File: config.mk
export PLATFORM = sky130hd
export DESIGN_NAME = two_pattern_max_span_finder
export DESIGN_NICKNAME = d
export VERILOG_FILES = /design/src/rtl/core/tpms_pkg.sv /design/src/rtl/core/tpms_cell.sv /design/src/rtl/core/tpms_tracker.sv /design/src/rtl/core/two_pattern_max_span_finder.sv
export SDC_FILE = /design/constraint.sdc
export NUM_CORES = 1
export LEC_CHECK = 0
export BUFFER_PORTS_ARGS = -buffer_cell sky130_fd_sc_hd__buf_2
export CORE_ASPECT_RATIO = 1.75
export CORE_MARGIN = 3
export CORE_UTILIZATION = 63
export CTS_CLUSTER_DIAMETER = 200
export CTS_CLUSTER_SIZE = 16
export DETAILED_ROUTE_END_ITERATION = 16
export GPL_TIMING_DRIVEN = 0
export HOLD_SLACK_MARGIN = 0.02
export PLACE_DENSITY = 0.86
export SLEW_MARGIN = 20
export SYNTH_ARGS = -nofsm -noshare
export SYNTH_HDL_FRONTEND = slang
export SYNTH_SLANG_ARGS = --single-unit
File: constraint.sdc
create_clock -name clk -period 9.6 [get_ports clk]
set_clock_uncertainty 0.15 [all_clocks]
set_input_delay 0 -clock clk [delete_from_list [all_inputs] [get_ports clk]]
set_output_delay 0 -clock clk [all_outputs]
set_load 0.05 [all_outputs]
File: src/rtl/core/tpms_pkg.sv
// ----------------------------------------------------------------------------
// tpms_pkg
// Shared types and constants of the two-pattern span finder: default sizes,
// register indexes and the structs passed between the cells and the tracker.
// ----------------------------------------------------------------------------
package tpms_pkg;

  // default sizes
  localparam int PATTERN_MAX_DEF = 8;
  localparam int TEXT_MAX_DEF    = 512;

  // field widths
  localparam int BYTE_W     = 8;
  localparam int CFG_DATA_W = 64;
  localparam int CFG_IDX_W  = 2;
  localparam int LEN_REG_W  = 4;
  localparam int SPAN_W     = 10;
  localparam int SPAN_MAX   = 511;

  // configuration register indexes
  typedef enum logic [CFG_IDX_W-1:0] {
    CFG_FIRST_PATTERN  = 2'd0,
    CFG_FIRST_LENGTH   = 2'd1,
    CFG_SECOND_PATTERN = 2'd2,
    CFG_SECOND_LENGTH  = 2'd3
  } cfg_reg_t;

  // per-cycle control of the cell row
  typedef struct packed {
    logic shift;
    logic flush;
  } cell_ctl_t;

  // compare result of one cell against both patterns
  typedef struct packed {
    logic hit_first;
    logic hit_second;
  } cell_hit_t;

  // flags of the word held between the cell row and the tracker
  typedef struct packed {
    logic vld;
    logic last;
    logic srch;
  } stage_t;

endpackage

File: src/rtl/core/tpms_cell.sv
// ----------------------------------------------------------------------------
// tpms_cell
// One cell of the text window: holds one recent byte with its valid bit,
// hands it to the next cell on each shift and compares it with the pattern
// byte that lines up with its distance from the newest byte.
// ----------------------------------------------------------------------------
module tpms_cell #(
  parameter int PATTERN_MAX = 8,
  parameter int CELL_IDX    = 0,
  parameter int LEN_W       = 4
) (
  input  logic                                   clk,
  input  logic                                   rst_n,
  input  tpms_pkg::cell_ctl_t                    ctl,
  input  logic [tpms_pkg::BYTE_W-1:0]            byte_in,
  input  logic                                   vld_in,
  output logic [tpms_pkg::BYTE_W-1:0]            byte_out,
  output logic                                   vld_out,
  input  logic [PATTERN_MAX*tpms_pkg::BYTE_W-1:0] first_pat,
  input  logic [LEN_W-1:0]                       first_len,
  input  logic [PATTERN_MAX*tpms_pkg::BYTE_W-1:0] second_pat,
  input  logic [LEN_W-1:0]                       second_len,
  output tpms_pkg::cell_hit_t                    hit
);
  import tpms_pkg::*;

  logic [BYTE_W-1:0] byte_r;
  logic              vld_r;
  logic              vld_nxt;
  logic              vld_feed;
  logic [BYTE_W-1:0] first_sel;
  logic [BYTE_W-1:0] second_sel;

  // a shifted-in byte of the previous text loses its valid bit on flush
  assign vld_feed = (CELL_IDX == 0) ? vld_in : (vld_in & ~ctl.flush);

  // valid bit
  always_comb begin
    if (ctl.shift) begin
      vld_nxt = vld_feed;
    end else if (ctl.flush) begin
      vld_nxt = 1'b0;
    end else begin
      vld_nxt = vld_r;
    end
  end

  always_ff @(posedge clk) begin
    if (!rst_n) begin
      vld_r <= 1'b0;
    end else begin
      vld_r <= vld_nxt;
    end
  end

  // byte storage
  always_ff @(posedge clk) begin
    if (ctl.shift) begin
      byte_r <= byte_in;
    end
  end

  assign byte_out = byte_r;
  assign vld_out  = vld_r;

  // pick pattern byte len-1-k for this cell
  always_comb begin
    first_sel  = '0;
    second_sel = '0;
    for (int j = 0; j < PATTERN_MAX; j++) begin
      if ((j + CELL_IDX + 1) == int'(first_len)) begin
        first_sel = first_pat[j*BYTE_W +: BYTE_W];
      end
      if ((j + CELL_IDX + 1) == int'(second_len)) begin
        second_sel = second_pat[j*BYTE_W +: BYTE_W];
      end
    end
  end

  // cells beyond the pattern length never block a match
  assign hit.hit_first  = (int'(first_len) <= CELL_IDX) ||
                          (vld_r && (byte_r == first_sel));
  assign hit.hit_second = (int'(second_len) <= CELL_IDX) ||
                          (vld_r && (byte_r == second_sel));

endmodule

File: src/rtl/core/tpms_tracker.sv
// ----------------------------------------------------------------------------
// tpms_tracker
// Match bookkeeping: records the end of the first match of pattern one and
// the start of the latest match of pattern two after it, and on the final
// word of a text registers the saturated span, or -1 for a missing match.
// ----------------------------------------------------------------------------
module tpms_tracker #(
  parameter int POS_W = 10,
  parameter int LEN_W = 4
) (
  input  logic                               clk,
  input  logic                               rst_n,
  input  tpms_pkg::stage_t                   stg,
  input  logic [POS_W-1:0]                   stg_idx,
  input  logic                               hit_first,
  input  logic                               hit_second,
  input  logic [LEN_W-1:0]                   second_len,
  output logic                               stall,
  output logic                               out_valid,
  input  logic                               out_ready,
  output logic signed [tpms_pkg::SPAN_W-1:0] out_span
);
  import tpms_pkg::*;

  localparam int EXT_W = (POS_W > SPAN_W) ? POS_W : SPAN_W;

  logic              first_found_r, first_found_nxt;
  logic [POS_W-1:0]  first_end_r, first_end_nxt;
  logic              second_found_r, second_found_nxt;
  logic [POS_W-1:0]  second_start_r, second_start_nxt;
  logic              out_valid_r, out_valid_nxt;
  logic [SPAN_W-1:0] out_span_r, span_val;
  logic              adv;
  logic              h1, h2;
  logic              sec_ok;
  logic [POS_W:0]    start_w;
  logic [EXT_W-1:0]  diff;

  // the final word waits while the previous result is unclaimed
  assign stall = stg.vld && stg.last && out_valid_r && !out_ready;
  assign adv   = stg.vld && !stall;
  assign h1    = hit_first && stg.srch;
  assign h2    = hit_second && stg.srch;

  // match state update for the word in the stage
  always_comb begin
    first_found_nxt  = first_found_r | h1;
    first_end_nxt    = first_found_r ? first_end_r : stg_idx;
    start_w          = (POS_W+1)'(stg_idx) + (POS_W+1)'(1) - (POS_W+1)'(second_len);
    sec_ok           = first_found_nxt && h2 && (start_w > (POS_W+1)'(first_end_nxt));
    second_found_nxt = second_found_r | sec_ok;
    second_start_nxt = sec_ok ? POS_W'(start_w) : second_start_r;
  end

  // span between the matches, saturated, or -1 if a match is missing
  always_comb begin
    diff = EXT_W'(second_start_nxt) - EXT_W'(first_end_nxt) - EXT_W'(1);
    if (first_found_nxt && second_found_nxt) begin
      if (diff > EXT_W'(SPAN_MAX)) begin
        span_val = SPAN_W'(SPAN_MAX);
      end else begin
        span_val = SPAN_W'(diff);
      end
    end else begin
      span_val = '1;
    end
  end

  // match registers, cleared at end of text
  always_ff @(posedge clk) begin
    if (!rst_n) begin
      first_found_r  <= 1'b0;
      first_end_r    <= '0;
      second_found_r <= 1'b0;
      second_start_r <= '0;
    end else if (adv) begin
      if (stg.last) begin
        first_found_r  <= 1'b0;
        first_end_r    <= '0;
        second_found_r <= 1'b0;
        second_start_r <= '0;
      end else begin
        first_found_r  <= first_found_nxt;
        first_end_r    <= first_end_nxt;
        second_found_r <= second_found_nxt;
        second_start_r <= second_start_nxt;
      end
    end
  end

  // output register
  always_comb begin
    out_valid_nxt = out_valid_r && !out_ready;
    if (adv && stg.last) begin
      out_valid_nxt = 1'b1;
    end
  end

  always_ff @(posedge clk) begin
    if (!rst_n) begin
      out_valid_r <= 1'b0;
    end else begin
      out_valid_r <= out_valid_nxt;
    end
  end

  always_ff @(posedge clk) begin
    if (adv && stg.last) begin
      out_span_r <= span_val;
    end
  end

  assign out_valid = out_valid_r;
  assign out_span  = signed'(out_span_r);

endmodule

File: src/rtl/core/two_pattern_max_span_finder.sv
// ----------------------------------------------------------------------------
// two_pattern_max_span_finder
// Streams a text one byte per word and reports the gap between the first
// match of pattern one and the last later match of pattern two.
// ----------------------------------------------------------------------------
// The block takes one text byte per cycle while in_ready is high. A row of
// PATTERN_MAX cells holds the newest bytes, each cell comparing its byte
// against both patterns; the match flags of a byte are evaluated in the
// cycle after it is taken and registered into the tracker at the end of
// that cycle unless stalled; a final byte then loads its text's span word.
// Input is stalled only when a final byte has reached the tracker while the
// previous span word is still unclaimed. Bytes past TEXT_MAX are taken but
// not searched; out_span is -1 when a match is missing and saturates at 511.
// Configuration is written at any cycle with cfg_ready held high, lengths 0
// and above PATTERN_MAX act as 1 and PATTERN_MAX.
// ----------------------------------------------------------------------------
module two_pattern_max_span_finder #(
  parameter int PATTERN_MAX = tpms_pkg::PATTERN_MAX_DEF,
  parameter int TEXT_MAX    = tpms_pkg::TEXT_MAX_DEF
) (
  input  logic                                   clk,
  input  logic                                   rst_n,
  input  logic                                   in_valid,
  output logic                                   in_ready,
  input  logic [tpms_pkg::BYTE_W-1:0]            in_text_byte,
  input  logic                                   in_final_byte,
  output logic                                   out_valid,
  input  logic                                   out_ready,
  output logic signed [tpms_pkg::SPAN_W-1:0]     out_span,
  input  logic                                   cfg_valid,
  output logic                                   cfg_ready,
  input  logic [tpms_pkg::CFG_IDX_W-1:0]         cfg_index,
  input  logic [tpms_pkg::CFG_DATA_W-1:0]        cfg_data
);
  import tpms_pkg::*;

  localparam int POS_W = $clog2(TEXT_MAX + 1);
  localparam int LEN_W = $clog2(PATTERN_MAX + 1);
  localparam int PAT_W = PATTERN_MAX * BYTE_W;

  logic [CFG_DATA_W-1:0] first_pat_r, second_pat_r;
  logic [LEN_REG_W-1:0]  first_len_r, second_len_r;
  logic [LEN_W-1:0]      first_len, second_len;
  logic [POS_W-1:0]      pos_r, pos_nxt;
  logic                  srch;
  logic                  in_acc;
  stage_t                stg_r;
  logic [POS_W-1:0]      stg_idx_r;
  cell_ctl_t             ctl;
  logic                  stall;
  logic [BYTE_W-1:0]     cell_byte [PATTERN_MAX];
  logic [PATTERN_MAX-1:0] cell_vld;
  cell_hit_t             cell_hit [PATTERN_MAX];
  logic [PATTERN_MAX-1:0] hit_first_v, hit_second_v;

  // configuration registers
  assign cfg_ready = 1'b1;

  always_ff @(posedge clk) begin
    if (!rst_n) begin
      first_pat_r  <= '0;
      first_len_r  <= LEN_REG_W'(1);
      second_pat_r <= '0;
      second_len_r <= LEN_REG_W'(1);
    end else if (cfg_valid && cfg_ready) begin
      unique case (cfg_reg_t'(cfg_index))
        CFG_FIRST_PATTERN:  first_pat_r  <= cfg_data;
        CFG_FIRST_LENGTH:   first_len_r  <= cfg_data[LEN_REG_W-1:0];
        CFG_SECOND_PATTERN: second_pat_r <= cfg_data;
        CFG_SECOND_LENGTH:  second_len_r <= cfg_data[LEN_REG_W-1:0];
      endcase
    end
  end

  // effective pattern lengths
  always_comb begin
    if (first_len_r == '0) begin
      first_len = LEN_W'(1);
    end else if (first_len_r > LEN_REG_W'(PATTERN_MAX)) begin
      first_len = LEN_W'(PATTERN_MAX);
    end else begin
      first_len = LEN_W'(first_len_r);
    end
    if (second_len_r == '0) begin
      second_len = LEN_W'(1);
    end else if (second_len_r > LEN_REG_W'(PATTERN_MAX)) begin
      second_len = LEN_W'(PATTERN_MAX);
    end else begin
      second_len = LEN_W'(second_len_r);
    end
  end

  // input handshake
  assign in_ready = !stall;
  assign in_acc   = in_valid && in_ready;
  assign srch     = pos_r < POS_W'(TEXT_MAX);

  // text position
  always_comb begin
    pos_nxt = pos_r;
    if (in_acc) begin
      if (in_final_byte) begin
        pos_nxt = '0;
      end else if (srch) begin
        pos_nxt = pos_r + POS_W'(1);
      end
    end
  end

  always_ff @(posedge clk) begin
    if (!rst_n) begin
      pos_r <= '0;
    end else begin
      pos_r <= pos_nxt;
    end
  end

  // stage between cell row and tracker
  always_ff @(posedge clk) begin
    if (!rst_n) begin
      stg_r <= '0;
    end else if (in_acc) begin
      stg_r.vld  <= 1'b1;
      stg_r.last <= in_final_byte;
      stg_r.srch <= srch;
    end else if (!stall) begin
      stg_r.vld <= 1'b0;
    end
  end

  always_ff @(posedge clk) begin
    if (in_acc) begin
      stg_idx_r <= pos_r;
    end
  end

  // cell row control
  assign ctl.shift = in_acc && srch;
  assign ctl.flush = stg_r.vld && stg_r.last && !stall;

  // row of cells, newest byte in cell 0
  for (genvar k = 0; k < PATTERN_MAX; k++) begin : g_cell
    logic [BYTE_W-1:0] byte_in;
    logic              vld_in;

    if (k == 0) begin : g_head
      assign byte_in = in_text_byte;
      assign vld_in  = 1'b1;
    end else begin : g_body
      assign byte_in = cell_byte[k-1];
      assign vld_in  = cell_vld[k-1];
    end

    tpms_cell #(
      .PATTERN_MAX (PATTERN_MAX),
      .CELL_IDX    (k),
      .LEN_W       (LEN_W)
    ) u_cell (
      .clk        (clk),
      .rst_n      (rst_n),
      .ctl        (ctl),
      .byte_in    (byte_in),
      .vld_in     (vld_in),
      .byte_out   (cell_byte[k]),
      .vld_out    (cell_vld[k]),
      .first_pat  (first_pat_r[PAT_W-1:0]),
      .first_len  (first_len),
      .second_pat (second_pat_r[PAT_W-1:0]),
      .second_len (second_len),
      .hit        (cell_hit[k])
    );

    assign hit_first_v[k]  = cell_hit[k].hit_first;
    assign hit_second_v[k] = cell_hit[k].hit_second;
  end

  // match bookkeeping and output word
  tpms_tracker #(
    .POS_W (POS_W),
    .LEN_W (LEN_W)
  ) u_tracker (
    .clk        (clk),
    .rst_n      (rst_n),
    .stg        (stg_r),
    .stg_idx    (stg_idx_r),
    .hit_first  (&hit_first_v),
    .hit_second (&hit_second_v),
    .second_len (second_len),
    .stall      (stall),
    .out_valid  (out_valid),
    .out_ready  (out_ready),
    .out_span   (out_span)
  );

  // a final word reaches the stage in the cycle after it is taken
  a_final_staged: assert property (@(posedge clk) disable iff (!rst_n)
    (in_acc && in_final_byte) |=> (stg_r.vld && stg_r.last))
    else $error("final word not staged");

  // a new span word only follows a final word in the stage
  a_out_from_final: assert property (@(posedge clk) disable iff (!rst_n)
    $rose(out_valid) |-> $past(stg_r.vld && stg_r.last))
    else $error("span word without final word");

  // negative span words are only the no-match code
  a_span_code: assert property (@(posedge clk) disable iff (!rst_n)
    (out_valid && out_span[SPAN_W-1]) |-> (out_span == '1))
    else $error("bad negative span");

  // valid bits of the cell row form a prefix
  a_cell_prefix: assert property (@(posedge clk) disable iff (!rst_n)
    ((cell_vld >> 1) & ~cell_vld) == '0)
    else $error("cell valid bits not contiguous");

endmodule
==> run_results.csv, run 1 <==
group,metric,value,unit
synth,ys_seq_area_frac,0.3298,
synth,synth_area,0.01858,mm^2
clock_tree,cts_made_buffers,20,
grt,grt_max_degree,73,
grt,grt_pass1_wl,157.5,mm
synth,ys_ff_latch,264,
synth,synthDistinctLibCells,94,
synth,synth.area.top_cells,"dfxtp_1 (19%), edfxtp_1 (14%), nand2_1 (7.6%)",
synth,synth_ff_type,"dfxtp_1",
place,gp_congestion,1.292,
run_status,error,"[ERROR GRT-0116] Global routing finished with congestion. Check the congestion regions in the DRC Viewer.",
run_status,outcome,"stopped before the end",
synth,postSynthAreaPerCell,8.368,um^2
place,dp.cells,2689,
run_status,haltStage,"5_1_grt",
clock_tree,h-tree-depth,1,
synth,yosysWarnings,0,
floorplanning,rows,82,
grt,grt_overflow,136,
synth,yosysTopAreaCell,"dfxtp_1",
synth,synth_edf_count,84,
synth,synthesis.nets,2335,
place,io_buffers,91,
synth,synth-async-reset-ratio,0,
grt,grt_usage,0.6633,
synth,synthCells,2220,
clock_tree,clock_path_buffers,3,
floorplanning,io_pins,93,
place,place_hpwl,68.54,mm
clock_tree,clock_sinks,264,
floorplanning,initial_core_util,0.6443,
floorplanning,die_h,233.2,um
clock_tree,clockRootBuffer,"clkbuf_16",
synth,synth.top_cell.area_share,0.1940,
floorplanning,fp.dieW,135.8,um
grt,grt_pass1_vias,22845,
[cells in the mapped netlist (11+ instances only)]
cell,number
a2111oi_0,13
a21boi_0,138
a21oi_1,101
a221o_1,20
a221oi_1,28
a22oi_1,16
a31oi_1,26
a32o_1,11
and2_1,19
and3_1,12
buf_1,20
buf_2,53
clkbuf_1,103
dfxtp_1,180
edfxtp_1,84
ha_1,33
inv_1,62
mux2_2,22
mux2i_1,89
nand2_1,375
nand2b_1,37
nand3_1,40
nand3b_1,18
nand4_1,27
nor2_1,71
nor2b_1,50
nor3_1,42
nor4_1,17
o211ai_1,17
o21ai_0,69
o221ai_1,25
o22ai_1,22
o2bb2ai_1,11
o31ai_1,15
xnor2_1,51
xor2_1,79
[cell families after synthesis]
kind of cell,Yosys count,share of synthesized area
adders and majority gates,35,0.02438
DFF,264,0.3298
buffers and inverters,257,0.05940
xor gates and xnor gates,130,0.06129
and+or+nand+nor,778,0.2059
AOI/OAI and AO/OA,630,0.2473
other,1,0.0002019
muxes,125,0.07180
[per-layer routing]
layer | GRT usage | overflow
met3 | 0.3927 | 2
met2 | 0.9026 | 81
met5 | 0.003268 | 0
met1 | 0.6514 | 0
met4 | 0.7301 | 53
[what timing repair did]
item | 4_1_cts
setup endpoints to repair | 9
endpoints found under the hold margin | 167
setup buffers | 0
cloned | 0
gates resized for setup | 1
hold buffers | 82
pin swaps | 0
[per-stage QoR]
stage / cell area (um^2) / setup TNS [ns] / worst slack (ns)
3_5_place_dp: 19530 / -0.6320 / -0.1217
4_1_cts: 20930 / 0 / 0.1021
2_1_floorplan: 18580 / 0 / 1.919
3_3_place_gp: 19510 / 0 / 0.05695
==> run 2, diff against run 1 <==
--- a/config.mk
+++ b/config.mk
@@ -6,15 +6,11 @@
 export NUM_CORES = 1
 export LEC_CHECK = 0
 export BUFFER_PORTS_ARGS = -buffer_cell sky130_fd_sc_hd__buf_2
-export CORE_ASPECT_RATIO = 1.75
 export CORE_MARGIN = 3
-export CORE_UTILIZATION = 63
-export CTS_CLUSTER_DIAMETER = 200
-export CTS_CLUSTER_SIZE = 16
+export CORE_UTILIZATION = 40
 export DETAILED_ROUTE_END_ITERATION = 16
 export GPL_TIMING_DRIVEN = 0
-export HOLD_SLACK_MARGIN = 0.02
-export PLACE_DENSITY = 0.86
+export PLACE_DENSITY_LB_ADDON = 0.15
 export SLEW_MARGIN = 20
 export SYNTH_ARGS = -nofsm -noshare
 export SYNTH_HDL_FRONTEND = slang
==> run 2 against run 1 <==
The run now ends clean. Area after synthesis unchanged. Synthesized cell count unchanged.
==> run_results.csv, run 2 <==
group,metric,value,unit
run_status,outcome,"completed",
place,gp_congestion,1.083,
critical_path,path_class,"reg2reg",
floorplanning,rows,78,
synth,synth.top_cell.area_share,0.1940,
synth,synth_edf_count,84,
synth,synthCells,2220,
place,dp.cells,2911,
timing,hold_viol,0,
critical_path,start_kind,"register",
grt,antenna_found_initial,2,
final_layout,fin_area,0.02174,mm^2
synth,yosysWarnings,0,
power_and_ir_drop,powerDensity,134.6,mW/mm^2
critical_path,cp.required,9.75,ns
clock_tree,cts_tree,"yes",
power_and_ir_drop,max-vdd-ir-drop,0.1412,mV
timing,finalWorstSetupSlack,0.4136,ns
floorplanning,initial_core_util,0.4067,
timing,fmax,108.9,MHz
grt,grt_pass1_vias,18896,
final_layout,final_common_cell,"nand2_1",
critical_path,cp-end-kind,"register",
grt,grt_max_degree,73,
synth,yosysTopAreaCell,"dfxtp_1",
clock_tree,clock_path_buffers,3,
grt,grt_overflow,0,
floorplanning,fp.dieW,221.5,um
floorplanning,io_pins,93,
clock_tree,clock_latency,0.58,ns
power_and_ir_drop,p_leak,7.782,nW
synth,synth-async-reset-ratio,0,
place,io_buffers,91,
synth,synth.area.top_cells,"dfxtp_1 (19%), edfxtp_1 (14%), nand2_1 (7.6%)",
drt,route.detailed.drc,0,
timing,period_minus_slack,9.186,ns
critical_path,cp_num_buf_inv,7,
critical_path,worst_path_largest_cell_delay,0.48,ns
floorplanning,die_h,221.5,um
timing,relSlewSlack,0.2077,
final_layout,stdcell_count,3056,
final_layout,syn_to_final_growth,17.05,%
clock_tree,h-tree-depth,1,
synth,ys_top_cells_by_count,"nand2_1 (375), dfxtp_1 (180), a21boi_0 (138)",
final_layout,nNetsFinal,2544,
timing,fin_crit_sh,0.9569,
power_and_ir_drop,power,0.002927,W
synth,synthesis.nets,2335,
drt,drtIter0Drc,2578,
grt,grt_pass1_wl,135.6,mm
final_layout,mostFrequentLayoutCells,"nand2_1 (375), dfxtp_1 (180), buf_2 (141)",
place,dpl_cell_area,0.01981,mm^2
timing,finalSetupTns,0,ns
floorplanning,core,0.04567,mm^2
synth,synth_ff_type,"dfxtp_1",
drt,routed_wl,96.78,mm
synth,ys_ff_latch,264,
timing,drv_slew,0,
drt,vias,19897,
grt,grt_usage,0.3760,
timing,rsz0062_at_grt,"no",
drt,vias_per_cell,6.511,
synth,yosysMostFrequentCell,"nand2_1",
place,dp_slack,-0.7073,ns
critical_path,path_delay_family,"compound AO/OA/AOI/OAI gates",
clock_tree,clockRootBuffer,"clkbuf_16",
timing,setup_viol,0,
synth,ys_seq_area_frac,0.3298,
final_layout,fill_cells,4415,
timing,worstMarginPinSlew,1.188,ns
clock_tree,clock_sinks,264,
min_path,worstHoldPathType,"in2reg",
synth,postSynthAreaPerCell,8.368,um^2
critical_path,crit_arrival,9.34,ns
run,maxCapViolCount,0,
drt,drt-wirelength-per-cell,31.67,um
floorplanning,die_area,0.04906,mm^2
synth,synthDistinctLibCells,94,
drt,first_pass_iters,7,
critical_path,worst_path_max_delay_cell,"a2111oi_4",
synth,synth_area,0.01858,mm^2
critical_path,worstPathMaxFanout,19,
clock_tree,cts_made_buffers,31,
clock_tree,clkTransAtPathRegs,0.06,ns
final_layout,drive_gt1_frac,0.1092,
place,place_hpwl,74.34,mm
drt,antenna_left,0,
run 2: cell counts after synthesis:
Identical to the previous run, type by type.
run 2: path summary, 6_finish.rpt:
| kind | start | end | slack, ns | depth (start not counted) |
|---|---|---|---|---|
| worst max register to register | second_len_r[0] | u_tracker.out_span[6] | 0.41 | 37 |
| worst min-delay path | in_text_byte[2] | g_cell[0].u_cell.byte_out[2] | 0.003 | 2 |
| worst min register to register | g_cell[4].u_cell.byte_out[3] | g_cell[5].u_cell.byte_out[3] | 0.28 | 0 |
| worst max-delay path | second_len_r[0] | u_tracker.out_span[6] | 0.41 | 37 |
run 2: stage by stage:
step	util	hold WS (ns)
after global routing	0.4760	0.01591
after CTS	0.4756	0.004624
after global placement	0.4331	0.02832
after floorplan	-	-0.05113
after detailed placement	0.4337	0.02815
final	0.4761	0.003451
run 2: power by group:
part / internal [W] / switching (W) / total, W / leakage (nW)
clock network: 0.000694 / 0.000488 / 0.00118 / 0.512
registers: 0.00119 / 0.0000763 / 0.00127 / 2.25
logic: 0.000174 / 0.000301 / 0.000475 / 5.02
total: 0.00206 / 0.000865 / 0.00293 / 7.78
run 2: cell families (layout without fill, tap and decap cells):
kind of cell,count (synthesis),count (layout),synth area share
AOI/OAI and AO/OA,630,630,0.2473
buffers and inverters,257,491,0.05940
and+or+nand+nor,778,778,0.2059
other,1,3,0.0002019
DFF,264,264,0.3298
muxes,125,125,0.07180
adders and majority gates,35,35,0.02438
xor gates and xnor gates,130,130,0.06129
run 2: area by class of cell:
type	instances	area, um^2	share of cell area
multi-input combinational	1699	11390	0.5237
tap	600	750.7	0.03452
buffer	189	860.8	0.03959
sequential	264	6126	0.2817
inverter	66	256.5	0.01180
antenna	2	5.005	0.0002302
clock buffer	49	967.2	0.04448
clock inverter	9	66.31	0.003050
timing repair buffer	178	1324	0.06088
run 2: worst register-to-register path, delay by kind of cell, from the launching register on:
family | cells | cell delay (ns)
adders and majority gates | 5 | 1.48
muxes | 2 | 0.66
DFF | 1 | 0.30
xor gates and xnor gates | 3 | 0.60
and+or+nand+nor | 5 | 0.49
buffers and inverters | 7 | 1.86
AOI/OAI and AO/OA | 15 | 3.37
run 2: timing repair:
item / 4_1_cts / 5_1_grt
hold buffers: 86 / 0
resized for setup: 5 / 3
cloned: 0 / 0
setup buffers: 0 / 1
pin swaps: 0 / 1
endpoints found under the hold margin: 178 / 0
setup endpoints to repair: 9 / 9
run 2: metal layers:
metal,vias up,wire length [um],track usage
met5,-,0,0
met4,0,4867,0.1542
met3,266,11420,0.1064
met2,1344,39780,0.5556
met1,9726,40720,0.5170
li1,8561,-,-
No activity file was read; power rests on OpenSTA's default activity.
